### src/hdl/wmfi_pkg.sv
// Shared types and constants for the windowed motion flash indicator.
// No dependencies; used by the top level, its port checker and the testbench.
package wmfi_pkg;

	// Fixed field widths
	localparam int THR_W = 34;
	localparam int REG_W = 16;
	localparam int IDX_W = 3;
	localparam int ACC_W = 16;

	// Operation codes
	localparam logic OP_SAMPLE = 1'b0;
	localparam logic OP_TICK   = 1'b1;

	// Configuration register indexes
	localparam logic [IDX_W-1:0] REG_THRESHOLD_SQ = 3'd0;
	localparam logic [IDX_W-1:0] REG_INTERVAL_MS  = 3'd1;
	localparam logic [IDX_W-1:0] REG_WINDOW_MS    = 3'd2;
	localparam logic [IDX_W-1:0] REG_FLASH_MS     = 3'd3;

	// Register reset values: 0.75 g at 8192 LSB/g is 6144 counts, squared
	localparam logic [THR_W-1:0] THRESHOLD_SQ_RST = 34'd37748736;
	localparam logic [REG_W-1:0] INTERVAL_MS_RST  = 16'd1000;
	localparam logic [REG_W-1:0] WINDOW_MS_RST    = 16'd250;
	localparam logic [REG_W-1:0] FLASH_MS_RST     = 16'd100;

	// Indicator light state
	typedef struct packed {
		logic green;
		logic red;
	} lights_t;

endpackage

### src/hdl/windowed_motion_flash_indicator.sv
// Windowed motion flash indicator: top level with input and result registers.
// Uses wmfi_pkg for codes, widths and register reset values.
// A request is taken into the input register; its result is then held in the result register.
// Throughput: one request per cycle while out_stall is low; all work sits between the input
// register and the result register (three small squarers, a sum and compares).
// Reset (arst_n low, asynchronous): registers take their default values,
// timers and flags clear, lights go off and both pipeline stages empty.
module windowed_motion_flash_indicator #(
	parameter int SAMPLE_BITS = 16,
	parameter int TIMER_BITS  = 16
) (
	input  logic                          clk,
	input  logic                          arst_n,
	// input channel
	input  logic                          in_valid,
	output logic                          in_stall,
	input  logic                          operation,
	input  logic [wmfi_pkg::ACC_W-1:0]    accel_x,
	input  logic [wmfi_pkg::ACC_W-1:0]    accel_y,
	input  logic [wmfi_pkg::ACC_W-1:0]    accel_z,
	// result channel
	output logic                          out_valid,
	input  logic                          out_stall,
	output logic                          green_on,
	output logic                          red_on,
	output logic [wmfi_pkg::THR_W-1:0]    distance_sq,
	output logic                          over_threshold,
	// configuration write channel
	input  logic                          cfg_valid,
	output logic                          cfg_ready,
	input  logic [wmfi_pkg::IDX_W-1:0]    cfg_index,
	input  logic [wmfi_pkg::THR_W-1:0]    cfg_data
);

	localparam int DIFF_W = SAMPLE_BITS + 1;
	localparam int SQ_W   = 2 * DIFF_W;
	localparam int SUM_W  = SQ_W + 2;
	localparam int CMP_W  = (TIMER_BITS > wmfi_pkg::REG_W) ? TIMER_BITS : wmfi_pkg::REG_W;
	localparam logic [TIMER_BITS-1:0] TIMER_MAX = {TIMER_BITS{1'b1}};

	// Configuration registers
	logic [wmfi_pkg::THR_W-1:0] thr_q;
	logic [wmfi_pkg::REG_W-1:0] interval_q;
	logic [wmfi_pkg::REG_W-1:0] window_q;
	logic [wmfi_pkg::REG_W-1:0] flash_len_q;

	// Block state
	logic [SAMPLE_BITS-1:0] prev_x_q, prev_y_q, prev_z_q;
	logic                   first_q;
	logic [TIMER_BITS-1:0]  intv_el_q;
	logic [TIMER_BITS-1:0]  flash_el_q;
	logic                   flashing_q;
	logic                   motion_q;
	wmfi_pkg::lights_t      lights_q;

	// Input stage
	logic                   valid_s1;
	logic                   op_s1;
	logic [SAMPLE_BITS-1:0] x_s1, y_s1, z_s1;

	// Result stage
	logic                       valid_s2;
	wmfi_pkg::lights_t          lights_s2;
	logic [wmfi_pkg::THR_W-1:0] dist_s2;
	logic                       over_s2;

	// Handshake
	logic in_fire;
	logic fire;

	// Distance datapath
	logic signed [DIFF_W-1:0] dx, dy, dz;
	logic        [DIFF_W-1:0] ax, ay, az;
	logic        [SQ_W-1:0]   sqx, sqy, sqz;
	logic        [SUM_W-1:0]  sum;
	logic [wmfi_pkg::THR_W-1:0] sum_t;

	// Next-state values
	logic [TIMER_BITS-1:0]      intv_el_d;
	logic [TIMER_BITS-1:0]      flash_el_d;
	logic                       flashing_d;
	logic                       motion_d;
	wmfi_pkg::lights_t          lights_d;
	logic [wmfi_pkg::THR_W-1:0] dist_d;
	logic                       over_d;
	logic [wmfi_pkg::REG_W-1:0] win_start;
	logic [CMP_W-1:0]           intv_el_x;

	function automatic logic [TIMER_BITS-1:0] timer_inc(input logic [TIMER_BITS-1:0] t);
		return (t == TIMER_MAX) ? t : t + 1'b1;
	endfunction

	// Stage s1 moves on when the result register is empty or being drained
	assign fire      = valid_s1 && (!valid_s2 || !out_stall);
	assign in_stall  = valid_s1 && !fire;
	assign in_fire   = in_valid && !in_stall;
	assign cfg_ready = 1'b1;

	// Squared distance to the previous sample
	assign dx  = $signed({x_s1[SAMPLE_BITS-1], x_s1}) - $signed({prev_x_q[SAMPLE_BITS-1], prev_x_q});
	assign dy  = $signed({y_s1[SAMPLE_BITS-1], y_s1}) - $signed({prev_y_q[SAMPLE_BITS-1], prev_y_q});
	assign dz  = $signed({z_s1[SAMPLE_BITS-1], z_s1}) - $signed({prev_z_q[SAMPLE_BITS-1], prev_z_q});
	assign ax  = dx[DIFF_W-1] ? DIFF_W'(-dx) : DIFF_W'(dx);
	assign ay  = dy[DIFF_W-1] ? DIFF_W'(-dy) : DIFF_W'(dy);
	assign az  = dz[DIFF_W-1] ? DIFF_W'(-dz) : DIFF_W'(dz);
	assign sqx = SQ_W'(ax) * SQ_W'(ax);
	assign sqy = SQ_W'(ay) * SQ_W'(ay);
	assign sqz = SQ_W'(az) * SQ_W'(az);
	assign sum = SUM_W'(sqx) + SUM_W'(sqy) + SUM_W'(sqz);
	// the true sum always fits in the distance field
	assign sum_t = wmfi_pkg::THR_W'(sum);

	// Window start saturates at zero when the window covers the whole interval
	assign win_start = (window_q >= interval_q) ? '0 : interval_q - window_q;

	// Per-request state update: timers, window test, boundary, flash end
	always_comb begin
		intv_el_d  = intv_el_q;
		flash_el_d = flash_el_q;
		flashing_d = flashing_q;
		motion_d   = motion_q;
		lights_d   = lights_q;
		dist_d     = '0;
		over_d     = 1'b0;
		intv_el_x  = CMP_W'(intv_el_q);
		if (op_s1 == wmfi_pkg::OP_TICK) begin
			intv_el_d = timer_inc(intv_el_q);
			if (flashing_q) begin
				flash_el_d = timer_inc(flash_el_q);
			end
		end else begin
			if (!first_q) begin
				dist_d = sum_t;
			end
			if (intv_el_x >= CMP_W'(win_start) && intv_el_x < CMP_W'(interval_q) &&
				dist_d > thr_q) begin
				over_d   = 1'b1;
				motion_d = 1'b1;
			end
		end
		// interval boundary, held off while a flash runs
		if (CMP_W'(intv_el_d) >= CMP_W'(interval_q) && !flashing_d) begin
			lights_d.green = motion_d;
			lights_d.red   = !motion_d;
			flashing_d     = 1'b1;
			flash_el_d     = '0;
			motion_d       = 1'b0;
			intv_el_d      = TIMER_BITS'(CMP_W'(intv_el_d) - CMP_W'(interval_q));
		end
		// flash end
		if (flashing_d && CMP_W'(flash_el_d) >= CMP_W'(flash_len_q)) begin
			lights_d   = '0;
			flashing_d = 1'b0;
		end
	end

	// Configuration writes
	always_ff @(posedge clk or negedge arst_n) begin
		if (!arst_n) begin
			thr_q       <= wmfi_pkg::THRESHOLD_SQ_RST;
			interval_q  <= wmfi_pkg::INTERVAL_MS_RST;
			window_q    <= wmfi_pkg::WINDOW_MS_RST;
			flash_len_q <= wmfi_pkg::FLASH_MS_RST;
		end else if (cfg_valid && cfg_ready) begin
			unique case (cfg_index)
				wmfi_pkg::REG_THRESHOLD_SQ: thr_q       <= cfg_data;
				wmfi_pkg::REG_INTERVAL_MS:  interval_q  <= cfg_data[wmfi_pkg::REG_W-1:0];
				wmfi_pkg::REG_WINDOW_MS:    window_q    <= cfg_data[wmfi_pkg::REG_W-1:0];
				wmfi_pkg::REG_FLASH_MS:     flash_len_q <= cfg_data[wmfi_pkg::REG_W-1:0];
				default: ;
			endcase
		end
	end

	// Control state and stage valid bits
	always_ff @(posedge clk or negedge arst_n) begin
		if (!arst_n) begin
			valid_s1   <= 1'b0;
			valid_s2   <= 1'b0;
			first_q    <= 1'b1;
			intv_el_q  <= '0;
			flash_el_q <= '0;
			flashing_q <= 1'b0;
			motion_q   <= 1'b0;
			lights_q   <= '0;
		end else begin
			if (in_fire) begin
				valid_s1 <= 1'b1;
			end else if (fire) begin
				valid_s1 <= 1'b0;
			end
			if (fire) begin
				valid_s2 <= 1'b1;
			end else if (!out_stall) begin
				valid_s2 <= 1'b0;
			end
			if (fire) begin
				if (op_s1 == wmfi_pkg::OP_SAMPLE) begin
					first_q <= 1'b0;
				end
				intv_el_q  <= intv_el_d;
				flash_el_q <= flash_el_d;
				flashing_q <= flashing_d;
				motion_q   <= motion_d;
				lights_q   <= lights_d;
			end
		end
	end

	// Payload registers
	always_ff @(posedge clk) begin
		if (in_fire) begin
			op_s1 <= operation;
			x_s1  <= accel_x[SAMPLE_BITS-1:0];
			y_s1  <= accel_y[SAMPLE_BITS-1:0];
			z_s1  <= accel_z[SAMPLE_BITS-1:0];
		end
		if (fire) begin
			lights_s2 <= lights_d;
			dist_s2   <= dist_d;
			over_s2   <= over_d;
			if (op_s1 == wmfi_pkg::OP_SAMPLE) begin
				prev_x_q <= x_s1;
				prev_y_q <= y_s1;
				prev_z_q <= z_s1;
			end
		end
	end

	assign out_valid      = valid_s2;
	assign green_on       = lights_s2.green;
	assign red_on         = lights_s2.red;
	assign distance_sq    = dist_s2;
	assign over_threshold = over_s2;

endmodule

### config.mk
export PLATFORM = sky130hd
export DESIGN_NAME = windowed_motion_flash_indicator
export DESIGN_NICKNAME = d
export VERILOG_FILES = /design/src/hdl/wmfi_pkg.sv /design/src/hdl/windowed_motion_flash_indicator.sv
export SDC_FILE = /design/constraint.sdc
export NUM_CORES = 2
export LEC_CHECK = 0
export BUFFER_PORTS_ARGS = -buffer_cell sky130_fd_sc_hd__clkbuf_2
export CELL_PAD_IN_SITES_DETAIL_PLACEMENT = 2
export CELL_PAD_IN_SITES_GLOBAL_PLACEMENT = 2
export CORE_MARGIN = 5
export CORE_UTILIZATION = 30
export DETAILED_ROUTE_END_ITERATION = 7
export PLACE_DENSITY = 0.62
export SKIP_LAST_GASP = 1
export SLEW_MARGIN = 30
export SYNTH_ARGS = -nofsm -noshare
export SYNTH_HDL_FRONTEND = slang
export SYNTH_SLANG_ARGS = --single-unit
### constraint.sdc
create_clock -name clk -period 15.67 [get_ports clk]
set_input_delay 1.567 -clock clk [delete_from_list [all_inputs] [get_ports clk]]
set_output_delay 1.567 -clock clk [all_outputs]
set_load 0.01 [all_outputs]
==> flow_metrics.env <==
export IMPL_final_max_slew_viol_count=0
export IMPL_clock_sinks=255
export IMPL_clk_path_buf_depth=3
export IMPL_outcome="finished, final reports clean"
export IMPL_antenna_found_initial=3
export IMPL_synth_area_leaders="fa_1 34%, ha_1 14%, inv_1 10%, edfxtp_1 9.8%, dfrtp_1 6.3%"
export IMPL_fmax_mhz=68.9
export IMPL_critPathMaxStageDelay_ns=0.77
export IMPL_floorplan_die_area_um2=145000
export IMPL_cp_common_cell="fa_1"
export IMPL_synth_xor_area_share_pct=3.57
export IMPL_synth_mux_area_share_pct=0.847
export IMPL_postCtsHoldBufs=0
export IMPL_cp_end_kind="flip-flop"
export IMPL_synthDistinctLibCells=93
export IMPL_synth_top_family_by_area="adder cells"
export IMPL_path_clk_slew_ns=0.06
export IMPL_io_pins=131
export IMPL_grt_remaining_overflow=0
export IMPL_first_pass_iters=5
export IMPL_wl_met1_mm=61.5
export IMPL_vias=29800
export IMPL_worstPathMaxFanout=16
export IMPL_start_util_pct=30.1
export IMPL_synthCells=4389
export IMPL_cts_root_buf="clkbuf_16"
export IMPL_critPathLaunchType="flip-flop"
export IMPL_grt_max_degree=68
export IMPL_coreArea_um2=137000
export IMPL_syn_cell_area_um2=41200
export IMPL_drive_above_1_share_pct=7.80
export IMPL_multi_input_area_um2=29600
export IMPL_fill_cells=15200
export IMPL_slew_headroom_pct=33.2
export IMPL_routabilityCongestion=0.864
export IMPL_track_usage_pct=18.6
export IMPL_tightest_slew_ns=0.994
export IMPL_synth_avg_cell_area_um2=9.39
export IMPL_wirelength_mm=133
export IMPL_yosysMostFrequentCell="inv_1"
export IMPL_routedWlPerCell_um=20.8
export IMPL_synth_common_cells="1150 x inv_1, 704 x fa_1, 445 x ha_1"
export IMPL_synth_compound_area_share_pct=8.07
export IMPL_ys_seq_elements=255
export IMPL_clkLatencyLatePin_ns=0.62
export IMPL_num_rows=136
export IMPL_dr_first_iter_drc_count=1034
export IMPL_synth_ff_type="edfxtp_1"
export IMPL_remaining_drc_errors=0
export IMPL_setup_viol=0
export IMPL_dr_max_layer_used="met4"
export IMPL_yosys_area_share_simple_pct=11.1
export IMPL_wl_met2_mm=63.4
export IMPL_cp_slowest_cell="xnor2_1"
export IMPL_worstSetupPathType="reg2reg"
export IMPL_synth_top_area_cell="fa_1"
export IMPL_cp_num_buf_inv=8
export IMPL_ant_nets=0
export IMPL_die_h_um=381
export IMPL_via_per_inst=4.67
export IMPL_ys_async_sr_fraction_pct=47.5
export IMPL_wl_met3_mm=3.60
export IMPL_grt_pass1_vias=34800
export IMPL_hpwlAfterDp_mm=116
export IMPL_cp_top_family="adder cells"
export IMPL_grt_pass1_wl_mm=210
export IMPL_synth_edff_count=134
export IMPL_required_ns=16.11
export IMPL_cts_tree="yes"
export IMPL_fin_setup_tns_ns=0
export IMPL_drv_cap=0
export IMPL_period_share_pct=92.7
export IMPL_finClkSkew_ns=0.0454
export IMPL_rsz0062_at_grt="false"
export IMPL_arrival_ns=14.96
export IMPL_ys_warn_count=0
export IMPL_cts_buffers_inserted=36
export IMPL_hp_class="reg2reg"
export IMPL_fin_crit_ns=14.52
export IMPL_cts_resized=0
export IMPL_nNetsFinal=5801
export IMPL_yosysTopAreaCellShare_pct=34.2
export IMPL_regArea_um2=7070
export IMPL_postCtsSetupBuffers=0
export IMPL_synthAdderAreaFrac_pct=47.7
export IMPL_fp_dieW_um=381
export IMPL_htree_num_levels=2
export IMPL_io_buffers=129
export IMPL_seq_area_frac_synth_pct=17.2
export IMPL_hold_violations=0
export IMPL_syn2layout_area_growth_pct=11.1
==> cell families (layout without fill, tap and decap cells) <==
| family | after synthesis | count (layout) |
|---|---|---|
| other cells | 2 | 39 |
| compound gates | 515 | 515 |
| xor+xnor | 165 | 165 |
| buf+inv | 1264 | 1429 |
| flops | 255 | 255 |
| simple gates | 1007 | 1007 |
| fa+ha+maj | 1149 | 1149 |
| mux | 32 | 32 |
==> per-stage QoR <==
stage	cells	cell area, um2	worst slack, ns	util, %	hold slack (ns)
floorplan	4424	41400	3.01	-	0.426
global placement	6315	44400	1.13	32.4	0.436
detailed placement	6317	44500	1.12	32.5	0.446
CTS	6383	45800	1.01	33.4	0.422
global route	6383	45800	0.319	33.4	0.438
finish	6385	45800	1.15	33.4	0.420
==> worst register-to-register path: cells and delay by family, from the launching register on <==
kind            cells  cell delay [ns]
buf+inv             8             1.07
simple gates        8             1.56
flops               1             0.36
xor+xnor            2             0.95
fa+ha+maj          13             5.69
compound gates     18             4.69
==> layout make-up <==
type	instances	area share (%)
inverters	1169	9.61
flip-flops and latches	255	15.4
well taps	1794	4.90
diodes	2	0.0109
clock buffers	46	2.20
repair buffers	194	2.51
multi-input cells	2905	64.6
clock inverters	20	0.686
==> metal layers <==
layer	vias up	GRT usage [%]
li1	13900	-
met1	15500	25.2
met2	376	31.8
met3	154	1.95
met4	0	5.18
met5	-	0
==> path summary, 6_finish.rpt <==
kind	startpoint	to	slack [ns]	cells past startpoint
worst max-delay path	y_s1[0]	red_on	1.15	49
worst min-delay path	x_s1[0]	prev_x_q[0]	0.42	0
worst max register to register	y_s1[0]	red_on	1.15	49
worst min register to register	x_s1[0]	prev_x_q[0]	0.42	0
max in group asynchronous	arst_n	interval_q[8]	13.32	3
min in group asynchronous	arst_n	flash_el_q[15]	1.05	1
==> cells in the final DEF, fill, tap and decap left out, drive strengths merged, types with 11 or more instances in the layout <==
| cell | n |
|---|---|
| a21o | 84 |
| mux2 | 23 |
| clkinv | 22 |
| conb | 37 |
| buf | 66 |
| ha | 445 |
| a211oi | 19 |
| a21oi | 121 |
| or2 | 24 |
| nand3 | 40 |
| nor2b | 26 |
| xnor2 | 103 |
| o21a | 23 |
| dfstp | 18 |
| a31oi | 19 |
| edfxtp | 134 |
| and3 | 19 |
| o21ai | 134 |
| clkbuf | 174 |
| nor4 | 16 |
| dfrtp | 103 |
| xor2 | 61 |
| o21bai | 11 |
| nor3 | 58 |
| nand2b | 38 |
| nor2 | 354 |
| nand4 | 27 |
| nand2 | 342 |
| and2 | 24 |
| inv | 1159 |
| o31ai | 23 |
| fa | 704 |
Power is not shown: default switching activity piles up to over one toggle a cycle in this logic, so the estimate is an artifact.
